[src/design/wrsi_pkg.sv]
package wrsi_pkg;

  localparam int PRICE_BITS = 32;
  localparam int FRAC_BITS  = 16;
  localparam int AVG_W      = PRICE_BITS + FRAC_BITS;
  localparam int PERIOD_W   = 11;
  localparam int RSI_W      = FRAC_BITS + 7;
  localparam int AVG_CNT_W  = $clog2(AVG_W);
  localparam int RSI_IDX_W  = $clog2(RSI_W);

  localparam logic [PERIOD_W-1:0] PERIOD_RST = PERIOD_W'(14);
  localparam logic [RSI_W-1:0]    RSI_FULL   = RSI_W'(100) << FRAC_BITS;
  localparam logic [RSI_W-1:0]    RSI_HALF   = RSI_W'(50) << FRAC_BITS;

  localparam int QUEUE_DEPTH = 2;
  localparam int QUEUE_AW    = $clog2(QUEUE_DEPTH);
  localparam int QUEUE_CW    = $clog2(QUEUE_DEPTH + 1);

  // One price step handed from the front to the back.
  typedef struct packed {
    logic [PRICE_BITS-1:0] mag;
    logic                  up;
    logic                  down;
    logic                  twice;
    logic                  last;
  } cmd_t;

  typedef enum logic [1:0] {
    BK_IDLE,
    BK_DIV,
    BK_RATIO,
    BK_EMIT
  } back_state_t;

endpackage

[src/design/wrsi_front.sv]
module wrsi_front (
  input  logic                            clk,
  input  logic                            rst_n,
  input  logic                            in_valid_i,
  input  logic [wrsi_pkg::PRICE_BITS-1:0] in_close_price_i,
  input  logic                            in_last_sample_i,
  output logic                            in_stall_o,
  input  logic                            q_full_i,
  output logic                            push_o,
  output wrsi_pkg::cmd_t                  cmd_o
);

  logic [wrsi_pkg::PRICE_BITS-1:0] prev_r;
  logic [1:0]                      seen_r;
  logic                            accept;

  assign in_stall_o = q_full_i;
  assign accept     = in_valid_i && !q_full_i;
  // the first price of a series only primes the previous price
  assign push_o     = accept && (seen_r != 2'd0);

  always_comb begin
    cmd_o       = '0;
    cmd_o.up    = in_close_price_i > prev_r;
    cmd_o.down  = in_close_price_i < prev_r;
    cmd_o.mag   = cmd_o.up ? (in_close_price_i - prev_r) : (prev_r - in_close_price_i);
    cmd_o.twice = (seen_r == 2'd1);
    cmd_o.last  = in_last_sample_i;
  end

  always_ff @(posedge clk) begin
    if (!rst_n) begin
      prev_r <= '0;
      seen_r <= 2'd0;
    end else if (accept) begin
      if (in_last_sample_i) begin
        prev_r <= '0;
        seen_r <= 2'd0;
      end else begin
        prev_r <= in_close_price_i;
        seen_r <= (seen_r == 2'd0) ? 2'd1 : 2'd2;
      end
    end
  end

endmodule

[src/design/wrsi_queue.sv]
module wrsi_queue (
  input  logic           clk,
  input  logic           rst_n,
  input  logic           push_i,
  input  wrsi_pkg::cmd_t cmd_i,
  output logic           full_o,
  input  logic           pop_i,
  output logic           valid_o,
  output wrsi_pkg::cmd_t cmd_o
);

  wrsi_pkg::cmd_t                    mem_r [wrsi_pkg::QUEUE_DEPTH];
  logic [wrsi_pkg::QUEUE_AW-1:0]     wr_ptr_r;
  logic [wrsi_pkg::QUEUE_AW-1:0]     rd_ptr_r;
  logic [wrsi_pkg::QUEUE_CW-1:0]     count_r;
  logic                              do_push;
  logic                              do_pop;

  assign full_o  = (count_r == wrsi_pkg::QUEUE_CW'(wrsi_pkg::QUEUE_DEPTH));
  assign valid_o = (count_r != '0);
  assign cmd_o   = mem_r[rd_ptr_r];
  assign do_push = push_i && !full_o;
  assign do_pop  = pop_i && valid_o;

  always_ff @(posedge clk) begin
    if (do_push) begin
      mem_r[wr_ptr_r] <= cmd_i;
    end
  end

  always_ff @(posedge clk) begin
    if (!rst_n) begin
      wr_ptr_r <= '0;
      rd_ptr_r <= '0;
      count_r  <= '0;
    end else begin
      if (do_push) begin
        wr_ptr_r <= (wr_ptr_r == wrsi_pkg::QUEUE_AW'(wrsi_pkg::QUEUE_DEPTH - 1)) ?
                    '0 : wr_ptr_r + 1'b1;
      end
      if (do_pop) begin
        rd_ptr_r <= (rd_ptr_r == wrsi_pkg::QUEUE_AW'(wrsi_pkg::QUEUE_DEPTH - 1)) ?
                    '0 : rd_ptr_r + 1'b1;
      end
      if (do_push && !do_pop) begin
        count_r <= count_r + 1'b1;
      end else if (do_pop && !do_push) begin
        count_r <= count_r - 1'b1;
      end
    end
  end

endmodule

[src/design/wrsi_wilder.sv]
module wrsi_wilder (
  input  logic                          clk,
  input  logic                          rst_n,
  input  logic                          start_i,
  input  logic [wrsi_pkg::AVG_W-1:0]    avg_i,
  input  logic [wrsi_pkg::AVG_W-1:0]    x_i,
  input  logic [wrsi_pkg::PERIOD_W-1:0] n_i,
  output logic                          done_o,
  output logic [wrsi_pkg::AVG_W-1:0]    avg_o
);

  logic [wrsi_pkg::AVG_W-1:0]     avg_r;
  logic [wrsi_pkg::AVG_W-1:0]     quo_r;
  logic [wrsi_pkg::PERIOD_W-1:0]  rem_r;
  logic [wrsi_pkg::PERIOD_W-1:0]  n_r;
  logic [wrsi_pkg::AVG_CNT_W-1:0] cnt_r;
  logic                           up_r;
  logic                           busy_r;
  logic                           done_r;

  logic [wrsi_pkg::PERIOD_W:0]    rem_sh;
  logic                           fits;
  logic [wrsi_pkg::PERIOD_W:0]    rem_sub;
  logic                           x_up;

  assign x_up    = x_i >= avg_i;
  // one restoring step: bring down the next dividend bit
  assign rem_sh  = {rem_r, quo_r[wrsi_pkg::AVG_W-1]};
  assign fits    = rem_sh >= {1'b0, n_r};
  assign rem_sub = rem_sh - {1'b0, n_r};

  // step toward x; a downward step rounds its magnitude up
  assign avg_o  = up_r ? (avg_r + quo_r)
                       : (avg_r - quo_r - wrsi_pkg::AVG_W'(rem_r != '0));
  assign done_o = done_r;

  always_ff @(posedge clk) begin
    if (start_i) begin
      avg_r <= avg_i;
      up_r  <= x_up;
      quo_r <= x_up ? (x_i - avg_i) : (avg_i - x_i);
      rem_r <= '0;
      n_r   <= n_i;
      cnt_r <= '0;
    end else if (busy_r) begin
      rem_r <= fits ? rem_sub[wrsi_pkg::PERIOD_W-1:0] : rem_sh[wrsi_pkg::PERIOD_W-1:0];
      quo_r <= {quo_r[wrsi_pkg::AVG_W-2:0], fits};
      cnt_r <= cnt_r + 1'b1;
    end
  end

  always_ff @(posedge clk) begin
    if (!rst_n) begin
      busy_r <= 1'b0;
      done_r <= 1'b0;
    end else begin
      done_r <= busy_r && (cnt_r == wrsi_pkg::AVG_CNT_W'(wrsi_pkg::AVG_W - 1));
      if (start_i) begin
        busy_r <= 1'b1;
      end else if (cnt_r == wrsi_pkg::AVG_CNT_W'(wrsi_pkg::AVG_W - 1)) begin
        busy_r <= 1'b0;
      end
    end
  end

endmodule

[src/design/wrsi_back.sv]
module wrsi_back (
  input  logic                          clk,
  input  logic                          rst_n,
  input  logic                          cfg_valid_i,
  input  logic [wrsi_pkg::PERIOD_W-1:0] cfg_period_i,
  output logic                          cfg_ready_o,
  input  logic                          q_valid_i,
  input  wrsi_pkg::cmd_t                q_cmd_i,
  output logic                          q_pop_o,
  output logic                          out_valid_o,
  input  logic                          out_stall_i,
  output logic [wrsi_pkg::RSI_W-1:0]    out_rsi_value_o,
  output logic                          out_last_of_run_o
);

  localparam int SUM_W = wrsi_pkg::AVG_W + 1;
  localparam int R2_W  = wrsi_pkg::AVG_W + 3;

  wrsi_pkg::back_state_t          state_r;
  wrsi_pkg::back_state_t          state_nxt;
  wrsi_pkg::cmd_t                 cmd_r;
  logic [wrsi_pkg::PERIOD_W-1:0]  period_r;
  logic [wrsi_pkg::AVG_W-1:0]     avg_g_r;
  logic [wrsi_pkg::AVG_W-1:0]     avg_l_r;
  logic [SUM_W-1:0]               sum_r;
  logic [SUM_W-1:0]               rem_r;
  logic [wrsi_pkg::RSI_W-1:0]     quo_r;
  logic [wrsi_pkg::RSI_IDX_W-1:0] bidx_r;
  logic [wrsi_pkg::RSI_W-1:0]     rsi_r;
  logic                           twice_r;
  logic                           out_valid_r;
  logic [wrsi_pkg::RSI_W-1:0]     out_rsi_r;
  logic                           out_last_r;

  logic [wrsi_pkg::PERIOD_W-1:0]  n_eff;
  logic [wrsi_pkg::AVG_W-1:0]     x_g;
  logic [wrsi_pkg::AVG_W-1:0]     x_l;
  logic [wrsi_pkg::AVG_W-1:0]     g_res;
  logic [wrsi_pkg::AVG_W-1:0]     l_res;
  logic                           g_done;
  logic                           l_done;
  logic                           div_done;
  logic                           start_div;
  logic                           out_free;
  logic                           load_out;
  logic                           ratio_end;

  logic [R2_W-1:0]                r2;
  logic [R2_W-1:0]                s1;
  logic [R2_W-1:0]                s2;
  logic                           k1;
  logic                           k2;
  logic [R2_W-1:0]                r_left;
  logic [wrsi_pkg::RSI_W-1:0]     q_step;

  assign cfg_ready_o = 1'b1;
  assign n_eff       = (period_r == '0) ? wrsi_pkg::PERIOD_W'(1) : period_r;

  assign x_g = q_cmd_i.up   ? {q_cmd_i.mag, wrsi_pkg::FRAC_BITS'(0)} : '0;
  assign x_l = q_cmd_i.down ? {q_cmd_i.mag, wrsi_pkg::FRAC_BITS'(0)} : '0;

  wrsi_wilder u_gain (
    .clk     (clk),
    .rst_n   (rst_n),
    .start_i (start_div),
    .avg_i   (avg_g_r),
    .x_i     (x_g),
    .n_i     (n_eff),
    .done_o  (g_done),
    .avg_o   (g_res)
  );

  wrsi_wilder u_loss (
    .clk     (clk),
    .rst_n   (rst_n),
    .start_i (start_div),
    .avg_i   (avg_l_r),
    .x_i     (x_l),
    .n_i     (n_eff),
    .done_o  (l_done),
    .avg_o   (l_res)
  );

  assign div_done  = g_done && l_done;
  assign out_free  = !out_valid_r || !out_stall_i;
  assign ratio_end = (bidx_r == '0);

  // ratio step: r = 2r + bit*g, then take off 0, 1 or 2 times the sum
  assign r2     = {1'b0, rem_r, 1'b0}
                + (wrsi_pkg::RSI_FULL[bidx_r] ? R2_W'(avg_g_r) : '0);
  assign s1     = R2_W'(sum_r);
  assign s2     = {1'b0, sum_r, 1'b0};
  assign k2     = r2 >= s2;
  assign k1     = r2 >= s1;
  assign r_left = k2 ? (r2 - s2) : (k1 ? (r2 - s1) : r2);
  assign q_step = {quo_r[wrsi_pkg::RSI_W-2:0], 1'b0}
                + (k2 ? wrsi_pkg::RSI_W'(2) : (k1 ? wrsi_pkg::RSI_W'(1) : '0));

  always_comb begin
    state_nxt = state_r;
    unique case (state_r)
      wrsi_pkg::BK_IDLE:  if (q_valid_i) state_nxt = wrsi_pkg::BK_DIV;
      wrsi_pkg::BK_DIV: begin
        if (div_done) begin
          state_nxt = (l_res == '0) ? wrsi_pkg::BK_EMIT : wrsi_pkg::BK_RATIO;
        end
      end
      wrsi_pkg::BK_RATIO: if (ratio_end) state_nxt = wrsi_pkg::BK_EMIT;
      wrsi_pkg::BK_EMIT:  if (out_free && !twice_r) state_nxt = wrsi_pkg::BK_IDLE;
      default:            state_nxt = wrsi_pkg::BK_IDLE;
    endcase
  end

  always_comb begin
    q_pop_o   = 1'b0;
    start_div = 1'b0;
    load_out  = 1'b0;
    unique case (state_r)
      wrsi_pkg::BK_IDLE: begin
        q_pop_o   = q_valid_i;
        start_div = q_valid_i;
      end
      wrsi_pkg::BK_EMIT: load_out = out_free;
      default: begin
        q_pop_o   = 1'b0;
        start_div = 1'b0;
        load_out  = 1'b0;
      end
    endcase
  end

  always_ff @(posedge clk) begin
    if (!rst_n) begin
      state_r     <= wrsi_pkg::BK_IDLE;
      period_r    <= wrsi_pkg::PERIOD_RST;
      avg_g_r     <= '0;
      avg_l_r     <= '0;
      twice_r     <= 1'b0;
      out_valid_r <= 1'b0;
    end else begin
      state_r <= state_nxt;
      if (cfg_valid_i) begin
        period_r <= cfg_period_i;
      end
      if (state_r == wrsi_pkg::BK_IDLE && q_valid_i) begin
        twice_r <= q_cmd_i.twice;
      end
      if (state_r == wrsi_pkg::BK_DIV && div_done) begin
        avg_g_r <= g_res;
        avg_l_r <= l_res;
      end
      if (load_out) begin
        out_valid_r <= 1'b1;
        twice_r     <= 1'b0;
        // drop the averages once the series is done
        if (!twice_r && cmd_r.last) begin
          avg_g_r <= '0;
          avg_l_r <= '0;
        end
      end else if (!out_stall_i) begin
        out_valid_r <= 1'b0;
      end
    end
  end

  always_ff @(posedge clk) begin
    if (state_r == wrsi_pkg::BK_IDLE && q_valid_i) begin
      cmd_r <= q_cmd_i;
    end
    if (state_r == wrsi_pkg::BK_DIV && div_done) begin
      sum_r  <= {1'b0, g_res} + {1'b0, l_res};
      rem_r  <= '0;
      quo_r  <= '0;
      bidx_r <= wrsi_pkg::RSI_IDX_W'(wrsi_pkg::RSI_W - 1);
      rsi_r  <= (g_res == '0) ? wrsi_pkg::RSI_HALF : wrsi_pkg::RSI_FULL;
    end
    if (state_r == wrsi_pkg::BK_RATIO) begin
      rem_r  <= r_left[SUM_W-1:0];
      quo_r  <= q_step;
      bidx_r <= bidx_r - 1'b1;
      if (ratio_end) begin
        rsi_r <= q_step;
      end
    end
    if (load_out) begin
      out_rsi_r  <= rsi_r;
      out_last_r <= twice_r ? 1'b0 : cmd_r.last;
    end
  end

  assign out_valid_o       = out_valid_r;
  assign out_rsi_value_o   = out_rsi_r;
  assign out_last_of_run_o = out_last_r;

endmodule

[src/design/wilder_rsi_stream_top.sv]
// Path from an accepted price to its first result: the queue, the two average dividers side by
// side, a hand-over, the RSI ratio and the output register; the ratio is skipped when the loss
// average is zero. The back end takes a new price from the queue only once it has emitted the
// result of the last one (the second price of a series emits its result twice), and output
// stalls hold it; a first price only primes, and the two-entry queue buffers prices.
// Reset (rst_n low, synchronous) clears queue, averages, series position, output valid; period 14.
module wilder_rsi_stream_top (
  input  logic                            clk,
  input  logic                            rst_n,
  input  logic                            in_valid,
  output logic                            in_stall,
  input  logic [wrsi_pkg::PRICE_BITS-1:0] in_close_price,
  input  logic                            in_last_sample,
  output logic                            out_valid,
  input  logic                            out_stall,
  output logic [wrsi_pkg::RSI_W-1:0]      out_rsi_value,
  output logic                            out_last_of_run,
  input  logic                            cfg_valid,
  output logic                            cfg_ready,
  input  logic [wrsi_pkg::PERIOD_W-1:0]   cfg_period
);

  wrsi_pkg::cmd_t push_cmd;
  wrsi_pkg::cmd_t head_cmd;
  logic           push;
  logic           q_full;
  logic           q_valid;
  logic           q_pop;

  wrsi_front u_front (
    .clk              (clk),
    .rst_n            (rst_n),
    .in_valid_i       (in_valid),
    .in_close_price_i (in_close_price),
    .in_last_sample_i (in_last_sample),
    .in_stall_o       (in_stall),
    .q_full_i         (q_full),
    .push_o           (push),
    .cmd_o            (push_cmd)
  );

  wrsi_queue u_queue (
    .clk     (clk),
    .rst_n   (rst_n),
    .push_i  (push),
    .cmd_i   (push_cmd),
    .full_o  (q_full),
    .pop_i   (q_pop),
    .valid_o (q_valid),
    .cmd_o   (head_cmd)
  );

  wrsi_back u_back (
    .clk               (clk),
    .rst_n             (rst_n),
    .cfg_valid_i       (cfg_valid),
    .cfg_period_i      (cfg_period),
    .cfg_ready_o       (cfg_ready),
    .q_valid_i         (q_valid),
    .q_cmd_i           (head_cmd),
    .q_pop_o           (q_pop),
    .out_valid_o       (out_valid),
    .out_stall_i       (out_stall),
    .out_rsi_value_o   (out_rsi_value),
    .out_last_of_run_o (out_last_of_run)
  );

endmodule

[config.mk]
export PLATFORM = sky130hd
export DESIGN_NAME = wilder_rsi_stream_top
export DESIGN_NICKNAME = d
export VERILOG_FILES = /design/src/design/wrsi_pkg.sv /design/src/design/wrsi_front.sv /design/src/design/wrsi_queue.sv /design/src/design/wrsi_wilder.sv /design/src/design/wrsi_back.sv /design/src/design/wilder_rsi_stream_top.sv
export SDC_FILE = /design/constraint.sdc
export NUM_CORES = 2
export LEC_CHECK = 0
export ABC_AREA = 1
export ABC_CLOCK_PERIOD_IN_PS = 7800
export BUFFER_PORTS_ARGS = -buffer_cell sky130_fd_sc_hd__buf_2
export CORE_MARGIN = 1.5
export CORE_UTILIZATION = 55
export DETAILED_ROUTE_END_ITERATION = 8
export PLACE_DENSITY = 0.79
export SKIP_LAST_GASP = 1
export SLEW_MARGIN = 0
export SYNTH_ARGS = -nofsm -noshare
export SYNTH_HDL_FRONTEND = slang
export SYNTH_SLANG_ARGS = --single-unit
export TNS_END_PERCENT = 10
[constraint.sdc]
create_clock -name clk -period 7.8 [get_ports clk]
set_input_delay 0.78 -clock clk [delete_from_list [all_inputs] [get_ports clk]]
set_output_delay 0.78 -clock clk [all_outputs]
set_load 0.005 [all_outputs]
==> qor.yml <==
outcome: "finished, violations left"
failed_checks: "DRC"
fmax_ghz: 0.140
cp_common_cell: "nand2_1"
place_ws_ps: 684
grt_pass1_wl_mm: 410
cp-start-kind: "flop"
cts_tree: "yes"
fin_area_um2: 71600
antenna_left: 0
synth_area_um2: 66700
finalNonFillerCells: 11912
nNetsFinal: 10976
hold_buffers: 0
io_pins: 76
num_vias: 71983
start_util: 0.556
port_buffers: 74
rsz0062_at_grt: "no"
synthTopCellsByArea: "edfxtp_1, ha_1, nand2_1, inv_1, a21oi_1"
fin_crit_sh: 0.915
critical_path.top_delay_family: "simple AND/OR/NAND/NOR gates"
synth_compound_area_frac: 0.183
holdPathEnd: "u_back.period_r[2]"
cts_buffers: 73
synthArstFlopShare: 0
maxSlewHeadroom: 0.0253
yosys-top-cells-count: "nand2_1, inv_1, a21oi_1"
synth-edff-count: 427
setup_viol: 0
drtIter0Drc: 9606
end_kind: "flop"
drv_slew: 0
h-tree-depth: 3
netlist_instances: 10182
drt_first_pass_iters: 9
worstMarginPinSlew_ps: 1420
synth_area_leader_cell: "edfxtp_1"
die_x_um: 351
seq_area_frac_synth: 0.256
synth_cell_types: 79
die_y_um: 351
path_max_fanout: 6
min_period_ps: 7140
cp.buffers_inverters: 9
synth_top_family_by_area: "simple AND/OR/NAND/NOR gates"
synth_xor_xnor_area_share: 0.0430
cts.path.max_buffers: 3
drv_cap: 0
detail_route.wl_per_cell_um: 23.7
reg2reg_depth: 46
hp-class: "input port to flop"
drt-vias-per-instance: 6.04
r2r_setup_slack_ps: 660
syn-num-nets: 10940
synthMuxAreaShare: 0.00664
place_inst: 11755
grt_max_degree: 158
cts-root-buf: "clkbuf_16"
worst_hold_path.num_cells: 3
postPlaceCellArea_um2: 68900
setup_ws_ps: 661
grt_antenna_before_repair: 18
area_growth_pct: 7.26
min_from: "cfg_period[2]"
synthAdderAreaFrac: 0.135
syn_area_per_cell_um2: 6.56
crit_slowest_cell: "dfxtp_1"
drc: 5
post-dp-hpwl_mm: 232
rows: 127
gr-total-overflow: 0
crit_required_ps: 8270
die_area_um2: 123000
finalHoldViolCount: 0
synth_ff_type: "edfxtp_1"
drive_above_1_share: 0.0379
postRouteWirelength_mm: 282
tns_ps: 0
crit_type: "flop to flop"
synthMostInstantiatedCell: "nand2_1"
cp_slowest_stage_delay_ps: 450
synth_warnings: 0
synth_seq_cells: 639
cts.sinks: 639
grt_util_all_layers: 0.444
cts.clk_slew.worst_paths_ps: 70
r2r_end: "u_back.quo_r[21]"
yosys.area_share.simple: 0.259
cts_resized: 0
netlist.area_leader.share: 0.192
gp_congestion: 1.14
core_um2: 120000
arrival_ps: 7610
post-cts-setup-buffers: 0
clkLatencyLatePin_ps: 740
fillCellCount: 11615
grt_pass1_vias: 66421
skew_ps: 84.4
[stage by stage]
step                hold slack, ps  utilization
floorplan                      401            -
global placement               414        0.574
detailed placement             415        0.574
CTS                            253        0.595
global route                   287        0.596
finish                         279        0.596
[worst max path at each step]
stage | startpoint | end | slack [ps] | cells after the start
finish | flop | u_back.quo_r[21] | 660 | 46
global route | flop | u_back.quo_r[21] | 30 | 46
CTS | flop | u_back.quo_r[21] | 640 | 39
detailed placement | flop | u_back.quo_r[21] | 680 | 39
global placement | flop | u_back.quo_r[21] | 820 | 41
floorplan | flop | u_back.quo_r[21] | 1220 | 49
[cell families after synthesis]
| family | after synthesis |
|---|---|
| other | 1 |
| flip-flops | 639 |
| adder cells (fa/ha/maj) | 709 |
| multiplexers | 44 |
| buffers and inverters | 2050 |
| XOR/XNOR | 328 |
| AO/OA/AOI/OAI | 2209 |
| AND/OR/NAND/NOR | 4202 |
[registers in the layout, summed over array words and instances, names as in the netlist, 6 cells and up, named ones only]
register,count
u_queue.mem_r,72
u_back.rem_r,49
u_back.sum_r,49
u_back.avg_g_r,48
u_back.avg_l_r,48
u_back.u_gain.avg_r,48
u_back.u_gain.quo_r,48
u_back.u_loss.avg_r,48
u_back.u_loss.quo_r,48
u_front.prev_r,32
u_back.out_rsi_value_o,23
u_back.rsi_r,23
u_back.quo_r,22
u_back.period_r,11
u_back.u_gain.n_r,11
u_back.u_gain.rem_r,11
u_back.u_loss.rem_r,11
u_back.u_gain.cnt_r,6
u_back.u_loss.cnt_r,6
[metal layers]
| metal | track usage | share of wire |
|---|---|---|
| met1 | 0.565 | 0.39 |
| met2 | 0.678 | 0.42 |
| met3 | 0.0953 | 0.11 |
| met4 | 0.290 | 0.076 |
| met5 | 0.00118 | 0.000046 |
[cell usage in the layout (no fill, tap or decap), types with 23 or more instances in the layout]
cell type	instances
o211ai_1	26
ha_1	693
xnor2_1	128
o21a_1	55
a211oi_1	48
o21ai_0	642
o21ai_1	75
xor2_1	200
nand2_1	2299
inv_1	1825
o21bai_1	72
mux2i_1	40
a21o_1	35
edfxtp_1	427
dfxtp_1	211
a21oi_1	1012
a31oi_1	112
nand4_1	94
nand3_1	572
buf_2	74
buf_4	78
nand3b_1	26
inv_2	23
clkbuf_16	73
nor2_1	1003
nor3_1	102
[worst reg2reg max path, delay by kind of cell, from the launching register on]
family	cells	cell delay, ps
compound gates	6	970
xor+xnor	1	140
fa+ha+maj	5	1320
buf+inv	9	860
flops	1	450
simple gates	25	3150
[area by class of cell]
cell class | count | area (um2) | area share
diodes | 22 | 55.1 | 0.000769
clock buffers | 95 | 1990 | 0.0278
clock inverters | 40 | 584 | 0.00816
inverters | 1856 | 6980 | 0.0976
multi-input cells | 7493 | 41900 | 0.585
flip-flops and latches | 639 | 17100 | 0.238
well taps | 1612 | 2020 | 0.0282
repair buffers | 155 | 1010 | 0.0141
Power is left out: the tool's default activity adds up to more than one toggle a clock period on the data nets, which glitch-free logic cannot reach.
